**src/sv/tcgr_pkg.sv**
```systemverilog
`timescale 1ns / 1ps
// ----------------------------------------------------------------------------
// tcgr_pkg
// Shared types, codes and the 8x8 font table of the glyph renderer.
// ----------------------------------------------------------------------------
package tcgr_pkg;

    localparam int unsigned SCREEN_WIDTH_DEF  = 128;
    localparam int unsigned SCREEN_HEIGHT_DEF = 128;

    localparam int unsigned GLYPH_COUNT = 42;
    localparam int unsigned GLYPH_W     = 6;
    localparam int unsigned ROM_DEPTH   = GLYPH_COUNT * 8;
    localparam int unsigned CFG_IDX_W   = 2;

    typedef logic [GLYPH_W-1:0] glyph_t;
    typedef logic [63:0]        glyph_bits_t;

    // request codes
    localparam logic REQ_DRAW = 1'b0;
    localparam logic REQ_MOVE = 1'b1;

    // configuration register indexes
    localparam logic [CFG_IDX_W-1:0] CFG_FG_COLOR = 2'd0;
    localparam logic [CFG_IDX_W-1:0] CFG_BG_COLOR = 2'd1;

    localparam logic [2:0] FG_RESET = 3'd1;
    localparam logic [2:0] BG_RESET = 3'd0;

    // character codes and glyph slots
    localparam logic [7:0] CH_LOWER_A = 8'd97;
    localparam logic [7:0] CH_LOWER_Z = 8'd122;
    localparam logic [7:0] CH_UPPER_A = 8'd65;
    localparam logic [7:0] CH_UPPER_Z = 8'd90;
    localparam logic [7:0] CH_ZERO    = 8'd48;
    localparam logic [7:0] CH_NINE    = 8'd57;
    localparam logic [7:0] DIGIT_BIAS = 8'd22;
    localparam logic [7:0] CH_PERIOD  = 8'd46;
    localparam logic [7:0] CH_COLON   = 8'd58;
    localparam logic [7:0] CH_BANG    = 8'd33;
    localparam logic [7:0] CH_DASH    = 8'd45;
    localparam logic [7:0] CH_UNDER   = 8'd95;

    localparam glyph_t GLYPH_PERIOD = 6'd36;
    localparam glyph_t GLYPH_COLON  = 6'd37;
    localparam glyph_t GLYPH_BANG   = 6'd38;
    localparam glyph_t GLYPH_DASH   = 6'd39;
    localparam glyph_t GLYPH_UNDER  = 6'd40;
    localparam glyph_t GLYPH_BLANK  = 6'd41;

    // Row bytes, eight per glyph, top row first; bit 0 is the leftmost pixel.
    localparam logic [7:0] FONT_ROM [ROM_DEPTH] = '{
        8'h04, 8'h0a, 8'h0a, 8'h0a, 8'h1f, 8'h11, 8'h11, 8'h11,
        8'h07, 8'h09, 8'h09, 8'h09, 8'h0f, 8'h11, 8'h11, 8'h0f,
        8'h0e, 8'h11, 8'h01, 8'h01, 8'h01, 8'h01, 8'h11, 8'h0e,
        8'h07, 8'h09, 8'h11, 8'h11, 8'h11, 8'h11, 8'h09, 8'h07,
        8'h1f, 8'h01, 8'h01, 8'h01, 8'h0f, 8'h01, 8'h01, 8'h1f,
        8'h1f, 8'h01, 8'h01, 8'h01, 8'h0f, 8'h01, 8'h01, 8'h01,
        8'h0e, 8'h11, 8'h01, 8'h01, 8'h19, 8'h11, 8'h11, 8'h0e,
        8'h11, 8'h11, 8'h11, 8'h11, 8'h1f, 8'h11, 8'h11, 8'h11,
        8'h1f, 8'h04, 8'h04, 8'h04, 8'h04, 8'h04, 8'h04, 8'h1f,
        8'h1f, 8'h08, 8'h08, 8'h08, 8'h08, 8'h08, 8'h09, 8'h06,
        8'h11, 8'h09, 8'h05, 8'h03, 8'h07, 8'h09, 8'h11, 8'h11,
        8'h01, 8'h01, 8'h01, 8'h01, 8'h01, 8'h01, 8'h01, 8'h1f,
        8'h11, 8'h1b, 8'h15, 8'h11, 8'h11, 8'h11, 8'h11, 8'h11,
        8'h11, 8'h11, 8'h13, 8'h15, 8'h15, 8'h19, 8'h11, 8'h11,
        8'h0e, 8'h11, 8'h11, 8'h11, 8'h11, 8'h11, 8'h11, 8'h0e,
        8'h0f, 8'h11, 8'h11, 8'h11, 8'h0f, 8'h01, 8'h01, 8'h01,
        8'h0e, 8'h11, 8'h11, 8'h11, 8'h11, 8'h11, 8'h09, 8'h16,
        8'h0f, 8'h11, 8'h11, 8'h11, 8'h0f, 8'h09, 8'h11, 8'h11,
        8'h0e, 8'h11, 8'h01, 8'h01, 8'h0e, 8'h10, 8'h11, 8'h0e,
        8'h1f, 8'h04, 8'h04, 8'h04, 8'h04, 8'h04, 8'h04, 8'h04,
        8'h11, 8'h11, 8'h11, 8'h11, 8'h11, 8'h11, 8'h11, 8'h0e,
        8'h11, 8'h11, 8'h11, 8'h0a, 8'h0a, 8'h0a, 8'h04, 8'h04,
        8'h11, 8'h11, 8'h11, 8'h11, 8'h15, 8'h15, 8'h15, 8'h0a,
        8'h11, 8'h11, 8'h0a, 8'h04, 8'h04, 8'h0a, 8'h11, 8'h11,
        8'h11, 8'h11, 8'h11, 8'h0a, 8'h04, 8'h04, 8'h04, 8'h04,
        8'h1f, 8'h10, 8'h10, 8'h08, 8'h04, 8'h02, 8'h01, 8'h1f,
        8'h0e, 8'h11, 8'h15, 8'h15, 8'h15, 8'h15, 8'h11, 8'h0e,
        8'h06, 8'h04, 8'h04, 8'h04, 8'h04, 8'h04, 8'h04, 8'h1f,
        8'h0e, 8'h11, 8'h10, 8'h08, 8'h04, 8'h02, 8'h01, 8'h1f,
        8'h1f, 8'h10, 8'h08, 8'h04, 8'h08, 8'h10, 8'h11, 8'h0e,
        8'h10, 8'h11, 8'h11, 8'h11, 8'h1f, 8'h10, 8'h10, 8'h10,
        8'h1f, 8'h11, 8'h01, 8'h01, 8'h0e, 8'h10, 8'h11, 8'h0e,
        8'h0e, 8'h11, 8'h01, 8'h01, 8'h0f, 8'h11, 8'h11, 8'h0e,
        8'h1f, 8'h11, 8'h10, 8'h08, 8'h04, 8'h04, 8'h04, 8'h04,
        8'h0e, 8'h11, 8'h11, 8'h0e, 8'h11, 8'h11, 8'h11, 8'h0e,
        8'h0e, 8'h11, 8'h11, 8'h1e, 8'h10, 8'h10, 8'h10, 8'h10,
        8'h00, 8'h00, 8'h00, 8'h00, 8'h00, 8'h00, 8'h00, 8'h04,
        8'h00, 8'h00, 8'h04, 8'h00, 8'h00, 8'h04, 8'h00, 8'h00,
        8'h04, 8'h04, 8'h04, 8'h04, 8'h04, 8'h04, 8'h00, 8'h04,
        8'h00, 8'h00, 8'h00, 8'h00, 8'h0e, 8'h00, 8'h00, 8'h00,
        8'h00, 8'h00, 8'h00, 8'h00, 8'h00, 8'h00, 8'h00, 8'h1f,
        8'h00, 8'h00, 8'h00, 8'h00, 8'h00, 8'h00, 8'h00, 8'h00
    };

    function automatic glyph_t glyph_of(input logic [7:0] code);
        glyph_t g;
        g = GLYPH_BLANK;
        if (code >= CH_LOWER_A && code <= CH_LOWER_Z)
            g = GLYPH_W'(code - CH_LOWER_A);
        else if (code >= CH_UPPER_A && code <= CH_UPPER_Z)
            g = GLYPH_W'(code - CH_UPPER_A);
        else if (code >= CH_ZERO && code <= CH_NINE)
            g = GLYPH_W'(code - DIGIT_BIAS);
        else if (code == CH_PERIOD)
            g = GLYPH_PERIOD;
        else if (code == CH_COLON)
            g = GLYPH_COLON;
        else if (code == CH_BANG)
            g = GLYPH_BANG;
        else if (code == CH_DASH)
            g = GLYPH_DASH;
        else if (code == CH_UNDER)
            g = GLYPH_UNDER;
        return g;
    endfunction

endpackage

```
**src/sv/text_cursor_glyph_renderer_core.sv**
```systemverilog
`timescale 1ns / 1ps
// ----------------------------------------------------------------------------
// text_cursor_glyph_renderer_core
// 8x8 text-mode character generator with a wrapping text cursor.
// ----------------------------------------------------------------------------
// A draw request produces 64 pixel transfers, one per cycle when the sink is
// ready; back-to-back draws stream without gaps because the next glyph waits
// in a one-deep slot and is loaded on the cycle of the previous glyph's last
// pixel. The first pixel of a draw reaches the outputs through the font ROM
// read into the slot at its transfer, then the engine load, then the output
// register. A move request only sets the cursor and emits nothing. The input
// channel stalls only while a draw waits in the slot.
// Colors are sampled per pixel, so write them only while the block is idle.
module text_cursor_glyph_renderer_core
    import tcgr_pkg::*;
#(
    parameter int unsigned SCREEN_WIDTH  = SCREEN_WIDTH_DEF,
    parameter int unsigned SCREEN_HEIGHT = SCREEN_HEIGHT_DEF
) (
    input  logic                 clk,
    input  logic                 rst_n,

    input  logic                 cfg_valid,
    output logic                 cfg_ready,
    input  logic [CFG_IDX_W-1:0] cfg_index,
    input  logic [2:0]           cfg_data,

    input  logic                 in_valid,
    output logic                 in_ready,
    input  logic                 req_type,
    input  logic [7:0]           char_code,
    input  logic [7:0]           move_x,
    input  logic [7:0]           move_y,

    output logic                 out_valid,
    input  logic                 out_ready,
    output logic [7:0]           pix_x,
    output logic [7:0]           pix_y,
    output logic [2:0]           pix_color,
    output logic                 last
);

    localparam logic [8:0] X_LIMIT = 9'(SCREEN_WIDTH - 8);
    localparam logic [8:0] Y_LIMIT = 9'(SCREEN_HEIGHT - 8);

    logic [2:0]  fg_reg, bg_reg;
    logic [7:0]  cur_x_reg, cur_y_reg;
    logic [7:0]  cur_x_next, cur_y_next;

    // pending slot: registered font read plus the cursor it draws at
    logic        pend_reg;
    glyph_bits_t rom_q_reg;
    logic [7:0]  pend_x_reg, pend_y_reg;

    // pixel engine
    logic        busy_reg;
    logic [5:0]  k_reg;
    glyph_bits_t pat_reg;
    logic [7:0]  bx_reg, by_reg;

    logic        out_valid_reg;
    logic [7:0]  pix_x_reg, pix_y_reg;
    logic [2:0]  pix_color_reg;
    logic        last_reg;

    logic        in_fire, draw_fire, step, done_px, load;
    glyph_t      glyph_in;
    logic [7:0]  adv_x, adv_y;

    assign cfg_ready = 1'b1;
    assign in_ready  = !pend_reg;
    assign in_fire   = in_valid && in_ready;
    assign draw_fire = in_fire && (req_type == REQ_DRAW);
    assign glyph_in  = glyph_of(char_code);

    assign step    = busy_reg && (!out_valid_reg || out_ready);
    assign done_px = step && (k_reg == 6'd63);
    assign load    = pend_reg && (!busy_reg || done_px);

    // cursor advance after a draw
    always_comb
    begin
        adv_x = cur_x_reg + 8'd8;
        adv_y = cur_y_reg;
        if ({1'b0, adv_x} > X_LIMIT)
        begin
            adv_x = 8'd0;
            adv_y = cur_y_reg + 8'd8;
            if ({1'b0, adv_y} > Y_LIMIT)
                adv_y = 8'd0;
        end
    end

    always_comb
    begin
        cur_x_next = cur_x_reg;
        cur_y_next = cur_y_reg;
        if (in_fire)
        begin
            if (req_type == REQ_MOVE)
            begin
                cur_x_next = move_x;
                cur_y_next = move_y;
            end
            else
            begin
                cur_x_next = adv_x;
                cur_y_next = adv_y;
            end
        end
    end

    // font ROM: one read of all eight rows of the glyph per draw
    always_ff @(posedge clk)
    begin
        if (draw_fire)
        begin
            for (int r = 0; r < 8; r++)
                rom_q_reg[r*8 +: 8] <= FONT_ROM[{glyph_in, 3'(r)}];
            pend_x_reg <= cur_x_reg;
            pend_y_reg <= cur_y_reg;
        end
        if (load)
        begin
            pat_reg <= rom_q_reg;
            bx_reg  <= pend_x_reg;
            by_reg  <= pend_y_reg;
        end
        if (step)
        begin
            pix_x_reg     <= bx_reg + {5'd0, k_reg[2:0]};
            pix_y_reg     <= by_reg + {5'd0, k_reg[5:3]};
            pix_color_reg <= pat_reg[k_reg] ? fg_reg : bg_reg;
            last_reg      <= (k_reg == 6'd63);
        end
    end

    always_ff @(posedge clk or negedge rst_n)
    begin
        if (!rst_n)
        begin
            fg_reg        <= FG_RESET;
            bg_reg        <= BG_RESET;
            cur_x_reg     <= 8'd0;
            cur_y_reg     <= 8'd0;
            pend_reg      <= 1'b0;
            busy_reg      <= 1'b0;
            k_reg         <= 6'd0;
            out_valid_reg <= 1'b0;
        end
        else
        begin
            if (cfg_valid && cfg_ready)
            begin
                unique case (cfg_index)
                    CFG_FG_COLOR: fg_reg <= cfg_data;
                    CFG_BG_COLOR: bg_reg <= cfg_data;
                    default: ;
                endcase
            end

            cur_x_reg <= cur_x_next;
            cur_y_reg <= cur_y_next;

            if (draw_fire)
                pend_reg <= 1'b1;
            else if (load)
                pend_reg <= 1'b0;

            if (load)
                busy_reg <= 1'b1;
            else if (done_px)
                busy_reg <= 1'b0;

            if (step)
                k_reg <= k_reg + 6'd1;

            if (step)
                out_valid_reg <= 1'b1;
            else if (out_ready)
                out_valid_reg <= 1'b0;
        end
    end

    assign out_valid = out_valid_reg;
    assign pix_x     = pix_x_reg;
    assign pix_y     = pix_y_reg;
    assign pix_color = pix_color_reg;
    assign last      = last_reg;

    // engine counter returns to zero whenever no glyph is in flight
    a_idle_count: assert property (@(posedge clk) disable iff (!rst_n)
        !busy_reg |-> (k_reg == 6'd0))
        else $error("pixel counter nonzero while engine idle");

    // a draw transfer always lands in the pending slot
    a_draw_pend: assert property (@(posedge clk) disable iff (!rst_n)
        draw_fire |=> pend_reg)
        else $error("draw transfer lost");

    // an idle engine picks up a waiting glyph at once
    a_slot_drain: assert property (@(posedge clk) disable iff (!rst_n)
        (pend_reg && !busy_reg) |=> (busy_reg && !pend_reg && k_reg == 6'd0))
        else $error("pending glyph not loaded into idle engine");

    // a completed character always ends on its last pixel flag
    a_last_pix: assert property (@(posedge clk) disable iff (!rst_n)
        done_px |=> (out_valid_reg && last_reg))
        else $error("last pixel not flagged");

endmodule
```
**config.mk**
```make
export PLATFORM = sky130hd
export DESIGN_NAME = text_cursor_glyph_renderer_core
export DESIGN_NICKNAME = d
export VERILOG_FILES = /design/src/sv/tcgr_pkg.sv /design/src/sv/text_cursor_glyph_renderer_core.sv
export SDC_FILE = /design/constraint.sdc
export NUM_CORES = 1
export LEC_CHECK = 0
export BUFFER_PORTS_ARGS = -buffer_cell sky130_fd_sc_hd__buf_2
export CORE_UTILIZATION = 55
export CTS_BUF_LIST = sky130_fd_sc_hd__clkbuf_8
export DETAILED_ROUTE_END_ITERATION = 12
export PLACE_DENSITY_LB_ADDON = 0.2
export SKIP_LAST_GASP = 1
export SYNTH_ARGS = -nofsm -noshare
export SYNTH_HDL_FRONTEND = slang
export SYNTH_SLANG_ARGS = --single-unit
```
**constraint.sdc**
```tcl
create_clock -name clk -period 5.4 [get_ports clk]
set_clock_uncertainty 0.1 [all_clocks]
set_input_delay 0.54 -clock clk [delete_from_list [all_inputs] [get_ports clk]]
set_output_delay 0.54 -clock clk [all_outputs]
set_load 0.02 [all_outputs]
```
==> results of run 1 <==
cell families (layout without fill, tap and decap cells):
kind of cell / count (synthesis) / count (layout) / share of synthesized area, %
compound gates: 236 / 236 / 19.2
xor+xnor: 23 / 23 / 2.32
fa+ha+maj: 35 / 35 / 5.23
buf+inv: 75 / 132 / 4.01
flops: 161 / 161 / 54.0
mux: 24 / 24 / 3.35
other cells: 1 / 1 / 0.0433
simple gates: 204 / 204 / 11.8
synth_stat cells, drive strengths merged (5+ instances only):
library cell / count
a211oi: 6
a21boi: 5
a21o: 12
a21oi: 56
a221o: 7
a22o: 5
a22oi: 11
and3: 9
buf: 24
clkbuf: 23
dfrtp: 30
edfxtp: 130
ha: 33
inv: 28
mux2: 10
mux2i: 11
nand2: 59
nand2b: 9
nand3: 27
nand4: 7
nor2: 45
nor2b: 7
nor3: 16
nor3b: 6
o211ai: 11
o21ai: 57
o221ai: 7
xnor2: 19
worst register-to-register path, stage by stage, from the launching register on:
cell      delay [ns]
dfrtp_1         0.44
ha_1            0.32
nand2_1         0.05
nor3_1          0.21
a21oi_1         0.12
o21bai_1        0.21
a21oi_1         0.27
nor2_1          0.78
o21ai_0         0.22
a22o_1          0.29
final cells by class:
class	instances	area share (%)
clock buffers	17	2.47
clock inverters	15	1.31
inverters	28	1.14
multi-input cells	523	38.6
flip-flops and latches	161	49.5
well taps	211	2.79
repair buffers	72	4.23
placed cells by master, fill, tap and decap left out, types with 5 or more instances in the layout:
master    netlist  layout
dfrtp_1        30      30
nor3b_1         5       5
clkbuf_8        0      17
nand4_1         7       7
inv_6           0       5
buf_4           6      16
a22o_1          5       5
a22oi_1        11      11
nand3_1        27      27
nor3_1         16      16
buf_2          15      56
and3_1          9       9
o21ai_0        51      51
mux2i_1        11      11
ha_1           33      33
o211ai_1       11      11
a211oi_1        6       6
o221ai_1        6       6
edfxtp_1      130     130
mux2_2          9       9
inv_1          26      26
nand2b_1        9       9
nor2_1         43      42
nor2b_1         7       7
a221o_1         7       7
a21oi_1        55      54
a21o_1         12      12
nand2_1        56      56
o21ai_1         5       5
xnor2_1        19      19
power by group through the flow:
stage	clock network, mW	registers (mW)	logic, mW
final	0.794	1.74	0.961
after global routing	0.861	1.77	1.06
after CTS	0.811	1.74	0.953
after detailed placement	0	1.77	0.948
after global placement	0	1.76	0.919
after floorplan	0	1.72	0.712
layer usage:
layer	up-vias	wire length [um]	part of all wire (%)	track usage, %
met3	46	1930	9.0	7.08
met5	-	0	0	0
met4	0	578	2.7	11.7
met1	3176	8800	41	37.2
li1	2984	-	-	-
met2	360	9990	47	42.5
final timing paths:
kind	startpoint	to	slack, ns	cells past startpoint
worst min register to register	rom_q_reg[10]	pat_reg[10]	0.32	0
worst max register to register	cur_x_reg[3]	cur_y_reg[5]	2.30	9
max in group asynchronous	rst_n	k_reg[2]	4.63	1
worst min-delay path	rst_n	out_valid	0.05	1
min in group clk	move_y[7]	cur_y_reg[7]	0.24	3
worst max-delay path	char_code[1]	rom_q_reg[57]	1.48	13
metrics by stage:
stage               area, um2  util [%]  hold slack, ns  worst slack, ns  total power [mW]
floorplan                8660         -           0.144             1.09              2.43
CTS                      9470      61.8          0.0373             1.62              3.51
global route             9470      61.8          0.0855             1.33              3.69
finish                   9470      61.8          0.0548             1.48              3.50
detailed placement       9110      59.5           0.305             1.11              2.72
global placement         9110      59.5           0.302             1.16              2.68
==> flow_metrics.env, run 1 <==
export IMPL_status="finished clean"
export IMPL_end_kind="flop"
export IMPL_p_comb_share_pct=27.5
export IMPL_path_clk_slew_ns=0.09
export IMPL_grt_max_degree=53
export IMPL_crit_type="input port to flop"
export IMPL_async_flop_share_pct=19.3
export IMPL_synth_area_um2=8660
export IMPL_syn_avg_cell_area_um2=11.4
export IMPL_p_per_area_nw_per_um2=369
export IMPL_cp_start_kind="input port"
export IMPL_period_share_pct=72.6
export IMPL_final_nets=873
export IMPL_hold_class="input port to asynchronous set/reset pin"
export IMPL_cts_tree="yes"
export IMPL_globalplace_congestion=0.951
export IMPL_total_leakage_power_nw=3.52
export IMPL_root_buffer="clkbuf_8"
export IMPL_vias_per_cell=6.39
export IMPL_vias=6566
export IMPL_drtIter0Drc=804
export IMPL_numCtsBuffers=17
export IMPL_worstPathMaxFanout=15
export IMPL_fin_cells=1027
export IMPL_dieArea_um2=16300
export IMPL_synth_nets=829
export IMPL_hpwl_mm=14.9
export IMPL_cts_path_max_buffers=2
export IMPL_place_inst=995
export IMPL_port_buffers=56
export IMPL_core_um2=15300
export IMPL_drt_wl_total_mm=21.3
export IMPL_cp_arrival_ns=3.98
export IMPL_synthFlopType="edfxtp_1"
export IMPL_synth_seq_cells=161
export IMPL_cap_violations=0
export IMPL_synth_area_leader_cell="edfxtp_1"
export IMPL_drv_slew=0
export IMPL_path_cells="buf_2, inv_1, ha_1, nand2b_1, nand3b_1, nand3_1, o221ai_4, inv_4, ha_1, inv_1, o211ai_1, a21o_1, o311ai_0"
export IMPL_slowest_delay_ns=0.68
export IMPL_ant_nets=0
export IMPL_ir_worst_vdd_mv=0.185
export IMPL_synthDistinctLibCells=88
export IMPL_antennaDiodeCount=0
export IMPL_synth_top_area_share_pct=45.1
export IMPL_drc=0
export IMPL_switching_power_mw=1.21
export IMPL_min_period_ns=3.92
export IMPL_multiInputGateArea_um2=3650
export IMPL_register_area_um2=4680
export IMPL_pwr_share_seq_pct=49.8
export IMPL_p_sw_share_pct=34.7
export IMPL_drive_above_1_share_pct=17.5
export IMPL_p_int_mw=2.28
export IMPL_ys_warn_count=0
export IMPL_cp_data_required_time_ns=5.45
export IMPL_grt_util_all_layers_pct=27.6
export IMPL_synthTopCellsByArea="edfxtp_1, dfrtp_1, ha_1"
export IMPL_worstSkewPairLatency_ns=0.44
export IMPL_synth_edff_count=130
export IMPL_ios=58
export IMPL_grt_pass1_wl_mm=34.2
export IMPL_grt_pass1_vias=6434
export IMPL_ctsHoldBuffers=0
export IMPL_post_cts_buffers=0
export IMPL_clock_fmax_ghz=0.255
export IMPL_initial_core_util_pct=56.6
export IMPL_die_x_um=128
export IMPL_pwr_share_clk_pct=22.7
export IMPL_cts_sinks=161
export IMPL_slowest_stage="ha_1"
export IMPL_synth_seq_area_share_pct=54.0
export IMPL_syn_to_final_growth_pct=9.24
export IMPL_antenna_found_initial=1
export IMPL_rsz0062_at_grt="no"
export IMPL_cp_num_buf_inv=4
export IMPL_ctsHtreeMaxLevel=4
export IMPL_fillers=1239
export IMPL_cp_top_family="adder cells"
export IMPL_setup_tns_ns=0
export IMPL_worst_pin_slew_ns=1.05
export IMPL_hold_violations=0
export IMPL_wl_per_cell_um=20.7
export IMPL_grt_overflow=0
export IMPL_finalSetupViolations=0
export IMPL_cts_resized=0
export IMPL_firstDrtPassIters=8
export IMPL_syn_instance_count=759
export IMPL_rows=45
export IMPL_die_h_um=128
export IMPL_max_slew_margin_pct=29.9
Note: power is estimated with default switching activity, not from simulation.
==> inputs of run 2 (changes only) <==
==> constraint.sdc (replaced) <==
create_clock -name clk -period 4.1 [get_ports clk]
set_clock_uncertainty 0.1 [all_clocks]
set_input_delay 0.41 -clock clk [delete_from_list [all_inputs] [get_ports clk]]
set_output_delay 0.41 -clock clk [all_outputs]
set_load 0.02 [all_outputs]
==> flow_metrics.env, run 2 (synthesized netlist as in run 1, its figures left out) <==
export IMPL_status="finished clean"
export IMPL_globalplace_congestion=0.998
export IMPL_slowest_stage="a221o_1"
export IMPL_grt_max_degree=48
export IMPL_min_period_ns=3.48
export IMPL_max_slew_margin_pct=44.6
export IMPL_rows=45
export IMPL_drtIter0Drc=791
export IMPL_drc=0
export IMPL_p_per_area_nw_per_um2=480
export IMPL_layout_common_cells="edfxtp_1, nand2_1, buf_2"
export IMPL_cts_tree="yes"
export IMPL_vias_per_cell=6.28
export IMPL_wl_per_cell_um=20.8
export IMPL_hold_class="input port to flop"
export IMPL_final_common_cell="edfxtp_1"
export IMPL_cts_path_max_buffers=2
export IMPL_ios=58
export IMPL_antennaDiodeCount=0
export IMPL_total_leakage_power_nw=3.69
export IMPL_port_buffers=56
export IMPL_cts_sinks=161
export IMPL_cp_top_family="compound AO/OA/AOI/OAI gates"
export IMPL_end_kind="flop"
export IMPL_grt_pass1_wl_mm=34.8
export IMPL_path_clk_slew_ns=0.09
export IMPL_r2r_setup_slack_ns=1.10
export IMPL_initial_core_util_pct=56.6
export IMPL_r2r_end="pix_color[1]"
export IMPL_hold_violations=0
export IMPL_final_nets=904
export IMPL_ir_worst_vdd_mv=0.226
export IMPL_worst_pin_slew_ns=0.830
export IMPL_worstSetupStartpoint="char_code[1]"
export IMPL_ant_nets=0
export IMPL_drv_slew=0
export IMPL_ctsHoldBuffers=1
export IMPL_crit_type="input port to flop"
export IMPL_antenna_found_initial=0
export IMPL_numCtsBuffers=17
export IMPL_slowest_delay_ns=0.34
export IMPL_die_h_um=128
export IMPL_dieArea_um2=16300
export IMPL_reg2reg_from="k_reg[0]"
export IMPL_vias=6639
export IMPL_path_cells="buf_2, inv_1, ha_1, nand2b_1, nand3b_1, and4_1, o311ai_2, buf_4, ha_1, inv_1, buf_4, a21oi_2, o221ai_1, a221o_1"
export IMPL_min_from="move_y[7]"
export IMPL_clock_fmax_ghz=0.287
export IMPL_post_cts_buffers=0
export IMPL_setup_tns_ns=0
export IMPL_cap_violations=0
export IMPL_die_x_um=128
export IMPL_drive_above_1_share_pct=20.3
export IMPL_syn_to_final_growth_pct=12.5
export IMPL_cp_data_required_time_ns=4.17
export IMPL_cp_arrival_ns=3.56
export IMPL_finalSetupViolations=0
export IMPL_min_to="cur_y_reg[7]"
export IMPL_root_buffer="clkbuf_8"
export IMPL_cp_start_kind="input port"
export IMPL_holdPathStages=3
export IMPL_grt_pass1_vias=6268
export IMPL_rsz0062_at_grt="no"
export IMPL_hpwl_mm=15.9
export IMPL_r2r_cells=6
export IMPL_grt_util_all_layers_pct=28.1
export IMPL_cp_num_buf_inv=5
export IMPL_core_um2=15300
export IMPL_worstSkewPairLatency_ns=0.43
export IMPL_p_total_mw=4.68
export IMPL_grt_overflow=0
export IMPL_cts_resized=0
export IMPL_worstPathMaxFanout=9
export IMPL_ctsHtreeMaxLevel=4
export IMPL_period_share_pct=84.9
export IMPL_drt_wl_total_mm=22.0
export IMPL_firstDrtPassIters=6
-- run 2: cell count changes in the layout (fill, tap and decap cells not counted) --
| cell | delta |
|---|---|
| buf_4 | +27 |
| buf_12 | +3 |
| clkinv_4 | -2 |
| bufinv_16 | +1 |
| clkinv_1 | -1 |
| clkinv_2 | +1 |
| dlygate4sd3_1 | +1 |
| inv_1 | +1 |
| inv_6 | -1 |
-- run 2: worst max path at each step --
stage,end,cells past startpoint
3_3_place_gp,rom_q_reg[36],14
5_1_grt,rom_q_reg[36],14
4_1_cts,rom_q_reg[36],14
6_report,rom_q_reg[36],14
2_1_floorplan,pend_x_reg[0],4
3_5_place_dp,rom_q_reg[36],14
-- run 2: power by group --
part | switching [mW] | internal, mW | total [mW]
Clock | 0.583 | 0.489 | 1.07
Combinational | 0.745 | 0.560 | 1.30
Sequential | 0.256 | 2.04 | 2.30
Total | 1.58 | 3.09 | 4.68
-- run 2: metrics by stage --
stage | hold WS (ns) | utilization [%] | instance area, um2 | instances | worst slack [ns]
global placement | 0.300 | 61.2 | 9370 | 1025 | 0.270
floorplan | 0.0144 | - | 8670 | 759 | 0.243
detailed placement | 0.305 | 61.2 | 9370 | 1025 | 0.224
CTS | 0.0868 | 63.6 | 9750 | 1057 | 0.693
finish | 0.113 | 63.6 | 9750 | 1057 | 0.620
global route | 0.114 | 63.6 | 9750 | 1057 | 0.476
-- run 2: routing by layer --
layer  GRT usage [%]  share of wire, %
met3            4.73               8.5
met5               0                 0
met4            10.9               3.2
met1            38.2                42
met2            45.4                47
-- run 2: layout make-up --
cell class | instances | area, um2
fillers | 1219 | 5570
flip-flops and latches | 161 | 4680
multi-input cells | 523 | 3650
repair buffers | 103 | 673
well taps | 211 | 264
clock buffers | 17 | 234
clock inverters | 14 | 133
inverters | 28 | 108
-- run 2: tightest hold or removal path, delay by kind of cell --
| kind | cells | cell delay, ns |
|---|---|---|
| simple gates | 2 | 0.12 |
| buf+inv | 1 | 0.07 |
